<file path="config.mk">
export PLATFORM = sky130hd
export DESIGN_NAME = hog_cell_orientation_histogram
export DESIGN_NICKNAME = d
export VERILOG_FILES = /design/src/hw/rtl/hog_pkg.sv /design/src/hw/rtl/hog_cell_orientation_histogram.sv /design/src/hw/rtl/hog_datapath.sv /design/src/hw/rtl/hog_ctrl.sv
export SDC_FILE = /design/constraint.sdc
export NUM_CORES = 2
export LEC_CHECK = 0
export BUFFER_PORTS_ARGS = -buffer_cell sky130_fd_sc_hd__buf_2
export CORE_ASPECT_RATIO = 0.6
export CORE_MARGIN = 2
export CORE_UTILIZATION = 30
export DETAILED_ROUTE_END_ITERATION = 12
export PLACE_DENSITY_LB_ADDON = 0.15
export SYNTH_ARGS = -nofsm -noshare
export SYNTH_HDL_FRONTEND = slang
export SYNTH_HIERARCHICAL = 1
export SYNTH_SLANG_ARGS = --single-unit
</file>
<file path="constraint.sdc">
create_clock -name clk_i -period 8.6 [get_ports clk_i]
set_input_delay 1.72 -clock clk_i [delete_from_list [all_inputs] [get_ports clk_i]]
set_output_delay 1.72 -clock clk_i [all_outputs]
set_load 0.02 [all_outputs]
</file>
<file path="src/hw/rtl/hog_pkg.sv">
// Shared types and constants for the cell orientation histogram.
package hog_pkg;
  localparam int NumBins     = 9;
  localparam int MagFracBits = 4;
  localparam int AccW        = 20;
  localparam int SqW         = 18 + 2 * MagFracBits;
  localparam int MagW        = (SqW + 1) / 2;
  localparam int SqrtSteps   = MagW;
  localparam int QuoSteps    = 37;
  localparam int StepCntW    = 6;
  localparam logic [AccW-1:0] AccMax = '1;

  typedef enum logic [2:0] {
    StIdle, StSqrt, StAcc, StDivLoad, StDiv, StOut
  } hog_state_e;

  typedef struct packed {
    logic load;
    logic sqrt_step;
    logic acc;
    logic div_start;
    logic div_step;
    logic next_bin;
    logic clear;
  } hog_cmd_t;

  typedef struct packed {
    logic step_done;
    logic cell_end;
    logic last_bin;
  } hog_sts_t;
endpackage

</file>
<file path="src/hw/rtl/hog_cell_orientation_histogram.sv">
// Top level of the cell orientation histogram.
// Each pixel item is handled as a load, 13 square-root steps (one root bit per cycle
// from the iterative square-root unit) and an accumulate step. On a cell end the
// nine bins follow, each as one operand load, 37 steps of the bit-serial restoring
// divider and an output state that holds while the receiver stalls; the next item
// is taken once bin 8 has been delivered.
module hog_cell_orientation_histogram (
  input  logic              clk_i,
  input  logic              rst_ni,
  input  logic              in_valid,
  output logic              in_ready,
  input  logic signed [8:0] grad_x_i,
  input  logic signed [8:0] grad_y_i,
  input  logic              cell_end_i,
  output logic              out_valid,
  input  logic              out_ready,
  output logic [3:0]        bin_index_o,
  output logic [15:0]       bin_value_o,
  output logic              last_bin_o
);
  import hog_pkg::*;

  hog_cmd_t cmd;
  hog_sts_t sts;

  hog_ctrl u_ctrl (
    .clk_i, .rst_ni, .in_valid, .in_ready, .out_valid, .out_ready,
    .sts_i(sts), .cmd_o(cmd)
  );

  hog_datapath u_dp (
    .clk_i, .rst_ni, .grad_x_i, .grad_y_i, .cell_end_i,
    .cmd_i(cmd), .sts_o(sts), .bin_index_o, .bin_value_o
  );

  assign last_bin_o = sts.last_bin;
endmodule

</file>
<file path="src/hw/rtl/hog_datapath.sv">
// Datapath: angle binning, iterative square root, accumulators and divider.
module hog_datapath (
  input  logic                clk_i,
  input  logic                rst_ni,
  input  logic signed [8:0]   grad_x_i,
  input  logic signed [8:0]   grad_y_i,
  input  logic                cell_end_i,
  input  hog_pkg::hog_cmd_t   cmd_i,
  output hog_pkg::hog_sts_t   sts_o,
  output logic [3:0]          bin_index_o,
  output logic [15:0]         bin_value_o
);
  import hog_pkg::*;

  logic [SqW-1:0]      src_q, src_d;
  logic [MagW+1:0]     pr_q, pr_d;
  logic [MagW-1:0]     root_q, root_d;
  logic [StepCntW-1:0] cnt_q, cnt_d;
  logic [3:0]          bin_q, bin_d;
  logic                nz_q, nz_d, end_q, end_d;
  logic [AccW-1:0]     acc_q [NumBins];
  logic [AccW-1:0]     cell_q;
  logic [3:0]          oidx_q, oidx_d;
  logic [AccW:0]       drem_q, drem_d;
  logic [36:0]         quo_q, quo_d;
  logic [36:0]         num_q, num_d;

  logic [8:0]      ax, ay;
  logic [9:0]      s;
  logic [16:0]     t90;
  logic [8:0]      ang;
  logic [3:0]      abin;
  logic [17:0]     sq;
  logic [MagW+1:0] trial;
  logic [MagW+1:0] cur;
  logic [AccW:0]   dtrial;
  logic [AccW:0]   bsum, csum;

  // Angle bins follow from comparing 90*a/s with 20k; floor(90a/s)>=m iff 90a>=m*s.
  always_comb begin
    ax  = grad_x_i[8] ? 9'(-grad_x_i) : 9'(grad_x_i);
    ay  = grad_y_i[8] ? 9'(-grad_y_i) : 9'(grad_y_i);
    s   = 10'(ax) + 10'(ay);
    t90 = 17'(grad_x_i[8] ? ax : ay) * 17'd90;
    ang = 9'd0;
    for (int m = 1; m < 90; m++) begin
      if (t90 >= 17'(m) * 17'(s)) ang = 9'(m);
    end
    if (grad_x_i[8]) ang = ang + 9'd90;
    if (grad_y_i[8] && ang != 9'd0) ang = 9'd180 - ang;
    abin = 4'd0;
    for (int k = 1; k < NumBins; k++) begin
      if (ang >= 9'(20 * k)) abin = 4'(k);
    end
    if (abin > 4'(NumBins - 1)) abin = 4'(NumBins - 1);
  end

  assign sq = 18'(ax) * 18'(ax) + 18'(ay) * 18'(ay);

  // Restoring square root, one root bit per step; operand bits enter two at a time.
  always_comb begin
    trial  = {root_q, 2'b01};
    cur    = {pr_q[MagW-1:0], src_q[SqW-1:SqW-2]};
    src_d  = src_q;
    pr_d   = pr_q;
    root_d = root_q;
    bin_d  = bin_q;
    nz_d   = nz_q;
    end_d  = end_q;
    if (cmd_i.load) begin
      src_d  = SqW'(sq) << (2 * MagFracBits);
      pr_d   = '0;
      root_d = '0;
      nz_d   = (ax != 9'd0) || (ay != 9'd0);
      end_d  = cell_end_i;
      priority if (ax == 9'd0)      bin_d = 4'd4;
      else if (ay == 9'd0)          bin_d = 4'd0;
      else                          bin_d = abin;
    end else if (cmd_i.sqrt_step) begin
      src_d = {src_q[SqW-3:0], 2'b00};
      if (cur >= trial) begin
        pr_d   = cur - trial;
        root_d = {root_q[MagW-2:0], 1'b1};
      end else begin
        pr_d   = cur;
        root_d = {root_q[MagW-2:0], 1'b0};
      end
    end
  end

  always_comb begin
    priority if (cmd_i.load || cmd_i.div_start)     cnt_d = '0;
    else if (cmd_i.sqrt_step || cmd_i.div_step)     cnt_d = cnt_q + 1'b1;
    else                                            cnt_d = cnt_q;
  end

  assign bsum = {1'b0, acc_q[bin_q]} + (AccW+1)'(root_q);
  assign csum = {1'b0, cell_q} + (AccW+1)'(root_q);

  // Restoring divider: (bin << 16) / cell, 37 quotient bits.
  always_comb begin
    dtrial = {drem_q[AccW-1:0], num_q[36]};
    drem_d = drem_q;
    quo_d  = quo_q;
    num_d  = num_q;
    oidx_d = oidx_q;
    if (cmd_i.div_start) begin
      drem_d = '0;
      quo_d  = '0;
      num_d  = {1'b0, acc_q[oidx_q], 16'h0};
    end else if (cmd_i.div_step) begin
      num_d = {num_q[35:0], 1'b0};
      if (dtrial >= {1'b0, cell_q}) begin
        drem_d = dtrial - {1'b0, cell_q};
        quo_d  = {quo_q[35:0], 1'b1};
      end else begin
        drem_d = dtrial;
        quo_d  = {quo_q[35:0], 1'b0};
      end
    end
    if (cmd_i.next_bin) oidx_d = oidx_q + 1'b1;
    if (cmd_i.clear)    oidx_d = '0;
  end

  always_ff @(posedge clk_i or negedge rst_ni) begin
    if (!rst_ni) begin
      src_q  <= '0;
      pr_q   <= '0;
      root_q <= '0;
      cnt_q  <= '0;
      bin_q  <= '0;
      nz_q   <= 1'b0;
      end_q  <= 1'b0;
      oidx_q <= '0;
      drem_q <= '0;
      quo_q  <= '0;
      num_q  <= '0;
      cell_q <= '0;
      for (int i = 0; i < NumBins; i++) acc_q[i] <= '0;
    end else begin
      src_q  <= src_d;
      pr_q   <= pr_d;
      root_q <= root_d;
      cnt_q  <= cnt_d;
      bin_q  <= bin_d;
      nz_q   <= nz_d;
      end_q  <= end_d;
      oidx_q <= oidx_d;
      drem_q <= drem_d;
      quo_q  <= quo_d;
      num_q  <= num_d;
      if (cmd_i.clear) begin
        cell_q <= '0;
        for (int i = 0; i < NumBins; i++) acc_q[i] <= '0;
      end else if (cmd_i.acc && nz_q) begin
        acc_q[bin_q] <= bsum[AccW] ? AccMax : bsum[AccW-1:0];
        cell_q       <= csum[AccW] ? AccMax : csum[AccW-1:0];
      end
    end
  end

  assign sts_o.step_done = cmd_i.sqrt_step ? (cnt_q == StepCntW'(SqrtSteps - 1))
                                           : (cnt_q == StepCntW'(QuoSteps - 1));
  assign sts_o.cell_end  = end_q;
  assign sts_o.last_bin  = (oidx_q == 4'(NumBins - 1));
  assign bin_index_o     = oidx_q;
  assign bin_value_o     = (cell_q == '0) ? 16'h0 :
                           (quo_q[36:16] != '0) ? 16'hFFFF : quo_q[15:0];
endmodule

</file>
<file path="src/hw/rtl/hog_ctrl.sv">
// Controller state machine for the cell orientation histogram.
module hog_ctrl (
  input  logic              clk_i,
  input  logic              rst_ni,
  input  logic              in_valid,
  output logic              in_ready,
  output logic              out_valid,
  input  logic              out_ready,
  input  hog_pkg::hog_sts_t sts_i,
  output hog_pkg::hog_cmd_t cmd_o
);
  import hog_pkg::*;

  hog_state_e state_q, state_d;

  always_ff @(posedge clk_i or negedge rst_ni) begin
    if (!rst_ni) state_q <= StIdle;
    else         state_q <= state_d;
  end

  always_comb begin
    state_d = state_q;
    unique case (state_q)
      StIdle:    if (in_valid) state_d = StSqrt;
      StSqrt:    if (sts_i.step_done) state_d = StAcc;
      StAcc:     state_d = sts_i.cell_end ? StDivLoad : StIdle;
      StDivLoad: state_d = StDiv;
      StDiv:     if (sts_i.step_done) state_d = StOut;
      StOut:     if (out_ready) state_d = sts_i.last_bin ? StIdle : StDivLoad;
      default:   state_d = StIdle;
    endcase
  end

  always_comb begin
    cmd_o     = '0;
    in_ready  = 1'b0;
    out_valid = 1'b0;
    unique case (state_q)
      StIdle: begin
        in_ready   = 1'b1;
        cmd_o.load = in_valid;
      end
      StSqrt:    cmd_o.sqrt_step = 1'b1;
      StAcc:     cmd_o.acc = 1'b1;
      StDivLoad: cmd_o.div_start = 1'b1;
      StDiv:     cmd_o.div_step = 1'b1;
      StOut: begin
        out_valid = 1'b1;
        if (out_ready) begin
          cmd_o.next_bin = !sts_i.last_bin;
          cmd_o.clear    = sts_i.last_bin;
        end
      end
      default: ;
    endcase
  end
endmodule

</file>
==> out/metrics.yaml <==
worst_setup_path:
  r2r_start: "u_dp/bin_q[3]$_DFFE_PN0P_"
  worstSetupStartpointType: "primary input"
  reg2reg_slack_ns: 2.29
  rr_worst_depth: 26
  startpoint: "grad_x_i[1]"
  arrival_ns: 12.82
  crit_required_ns: 9.07
  crit_path_max_fanout: 10
  critical_path_class: "in -> reg"
  crit_top_cell: "buf_4"
  crit_path_top_delay_cell: "fa_1"
  slowest_delay_ns: 0.55
  end_kind: "flip-flop"
  r2r_end: "u_dp/acc_q[109]$_DFFE_PN0P_"
synth:
  yosysUniqueCellTypes: 119
  synth-edff-count: 0
  ys_seq_elements: 341
  synth_compound_gate_area_share: 0.2209
  synth_ff_type: "dfrtp_1"
  synth_top_family_by_area: "adder cells"
  ys_top_cells_by_area: "ha_1 (26%), dfrtp_1 (11%), fa_1 (11%), inv_1 (4.7%), o21ai_0 (4.0%)"
  synth_fa_ha_area_frac: 0.3796
  yosysMostFrequentCell: "ha_1"
  synth_xor_area_frac: 0.06058
  synth_warnings: 6
  syn_avg_cell_area_um2: 8.584
  synth_common_cells: "ha_1 (1,629), inv_1 (969), o21ai_0 (608), a21oi_1 (566), nand2_1 (554)"
  syn_area_um2: 77000
  async_flop_share: 1.000
  muxShareOfSynthArea: 0.04100
  ys_seq_area_frac: 0.1108
  synthCells: 8970
  synthSimpleGateAreaFrac: 0.1279
  synth_top_area_frac: 0.2647
  synth_top_cell_by_area: "ha_1"
routing:
  met1_length_um: 204900
  dr.pass1.iters: 6
  wl_met2_um: 160500
  route.detailed.drc: 0
  wl_met3_um: 36330
  route.top_layer_used: "met5"
  wl_per_cell_um: 27.30
  ant_nets: 0
  vias: 82190
  drt_iter0_drc: 8168
  routed_wl_um: 414200
  via_per_inst: 5.418
clock_tree:
  cts_made_buffers: 40
  cts_max_path_buffers: 3
  cts_tree: "yes"
  clk_latency_ns: 0.62
  htreeDepth: 2
  clk_pin_slew_ns: 0.06
  root_buffer: "clkbuf_16"
  clock-sinks: 341
placed_design:
  dp_hpwl_um: 351100
  portBuffers: 45
  gp_congestion: 1.032
global_route:
  grt_pass1_wl_um: 583600
  grt_pass1_vias: 79490
  antenna_found_initial: 32
  grt_max_degree: 136
  grt_use_total: 0.3090
  grt_overflow: 0
outcome:
  violations: "setup timing"
  status: "complete, but fails checks"
timing:
  layout_setup_ws_ns: -3.745
  setup_viol: 4
  relSlewSlack: 0.1786
  finalCritPeriodShare: 1.435
  tightestPinTransition_ns: 1.225
  rsz0062_at_grt: "true"
  fmax_ghz: 0.08100
  final_hold_viol_count: 0
  maxSlewViolCount: 0
  finalClockSkew_ns: 0.05401
  period_needed_ns: 12.35
floorplanning:
  start_util: 0.3008
  die_area_um2: 260900
  die_w_um: 658.1
  rows: 144
  io_pins: 46
  dieHeight_um: 396.4
  core_area_um2: 256000
hold_path:
  worstHoldPathType: "reg -> reg"
  hp-start: "u_dp/acc_q[78]$_DFFE_PN0P_"
  holdPathEnd: "u_dp/acc_q[78]$_DFFE_PN0P_"
  hold_depth: 2
finish:
  final_net_count: 13780
  fin_util: 0.4184
  fillers: 25820
  areaGrowthSynthToFinish_pct: 39.11
  drive_gt1_frac: 0.2945
flow_run:
  drv_cap: 0
## worst max-delay path, delay by kind of cell
kind,cells,cell delay (ns)
buf+inv,12,1.85
mux,1,0.35
fa+ha+maj,5,1.62
simple gates,18,4.20
compound gates,11,2.71
xor+xnor,2,0.30
## logic make-up after synthesis
| logic type | Yosys count |
|---|---|
| fa+ha+maj | 2088 |
| simple gates | 2033 |
| flops | 341 |
| xor+xnor | 523 |
| compound gates | 2567 |
| other cells | 2 |
| buf+inv | 1202 |
| mux | 214 |
## layer usage
metal / global-route usage / up-vias
met1: 0.4771 / 40560
met4: 0.07716 / 10
met3: 0.05631 / 455
met5: 0 / -
met2: 0.4333 / 3146
li1: - / 38020
## timing repair
action | in CTS | in global routing
gates resized for setup | 147 | 149
setup endpoints to repair | 4 | 4
cloned | 0 | 1
hold buffers | 0 | 0
setup buffers | 58 | 30
pin swaps | 97 | 122
endpoints found under the hold margin | 0 | 0
## state kept, by name, summed over array words and instances, names as in the netlist
signal / count
u_dp/acc_q: 180
u_dp/quo_q: 37
u_dp/num_q: 21
u_dp/cell_q: 20
u_dp/drem_q: 20
u_dp/src_q: 18
u_dp/pr_q: 13
u_dp/root_q: 13
u_dp/cnt_q: 6
u_dp/bin_index_o: 4
u_dp/bin_q: 4
u_ctrl/state_q: 3
u_dp/end_q: 1
u_dp/nz_q: 1
## worst max-delay path by stage
stage,slack [ns],cells after the start,endpoint
floorplan,-4.13,52,u_dp/bin_q[0]$_DFFE_PN0P_
global placement,-5.20,54,u_dp/bin_q[0]$_DFFE_PN0P_
detailed placement,-5.18,54,u_dp/bin_q[0]$_DFFE_PN0P_
CTS,-3.56,58,u_dp/bin_q[2]$_DFFE_PN0P_
global route,-4.01,51,u_dp/bin_q[0]$_DFFE_PN0P_
finish,-3.75,49,u_dp/bin_q[0]$_DFFE_PN0P_
## layout make-up
| class | count | area, um^2 | area share |
|---|---|---|---|
| Clock buffer | 49 | 1105 | 0.01031 |
| Antenna cell | 9 | 22.52 | 0.0002102 |
| Multi-Input combinational cell | 7435 | 65840 | 0.6146 |
| Tap cell | 3431 | 4293 | 0.04007 |
| Inverter | 986 | 3781 | 0.03530 |
| Timing Repair Buffer | 2894 | 23130 | 0.2159 |
| Clock inverter | 25 | 404.1 | 0.003773 |
| Sequential cell | 341 | 8544 | 0.07976 |
## stage by stage
stage / setup TNS, ns / hold WS [ns] / std cells / worst slack (ns) / cell area (um^2)
floorplan: -16.17 / 0.4609 / 8978 / -4.128 / 77640
global placement: -20.47 / 0.4747 / 15000 / -5.203 / 103500
detailed placement: -20.73 / 0.4907 / 15000 / -5.184 / 103500
CTS: -13.95 / 0.5055 / 15130 / -3.562 / 106200
global route: -15.72 / 0.5321 / 15160 / -4.011 / 107100
finish: -14.65 / 0.5032 / 15170 / -3.745 / 107100
## layout by cell type (no fill, tap or decap), types with 69 or more instances in the layout
cell type / instances
nand3_1: 156
inv_1: 944
nor2_1: 531
nor3_1: 131
a22o_1: 75
o21bai_1: 99
nand4_1: 74
xor2_1: 192
a31oi_1: 69
xnor2_1: 300
nand2b_1: 140
mux4_2: 79
o21a_1: 132
a21oi_1: 522
ha_1: 1584
a211oi_1: 119
a21o_1: 256
buf_12: 107
o21ai_0: 579
mux2i_1: 126
nor2b_1: 96
buf_4: 2719
dfrtp_1: 336
nand2_1: 545
fa_1: 414
Power is not shown: default switching activity piles up to over one toggle a cycle in this logic, so the estimate is an artifact.
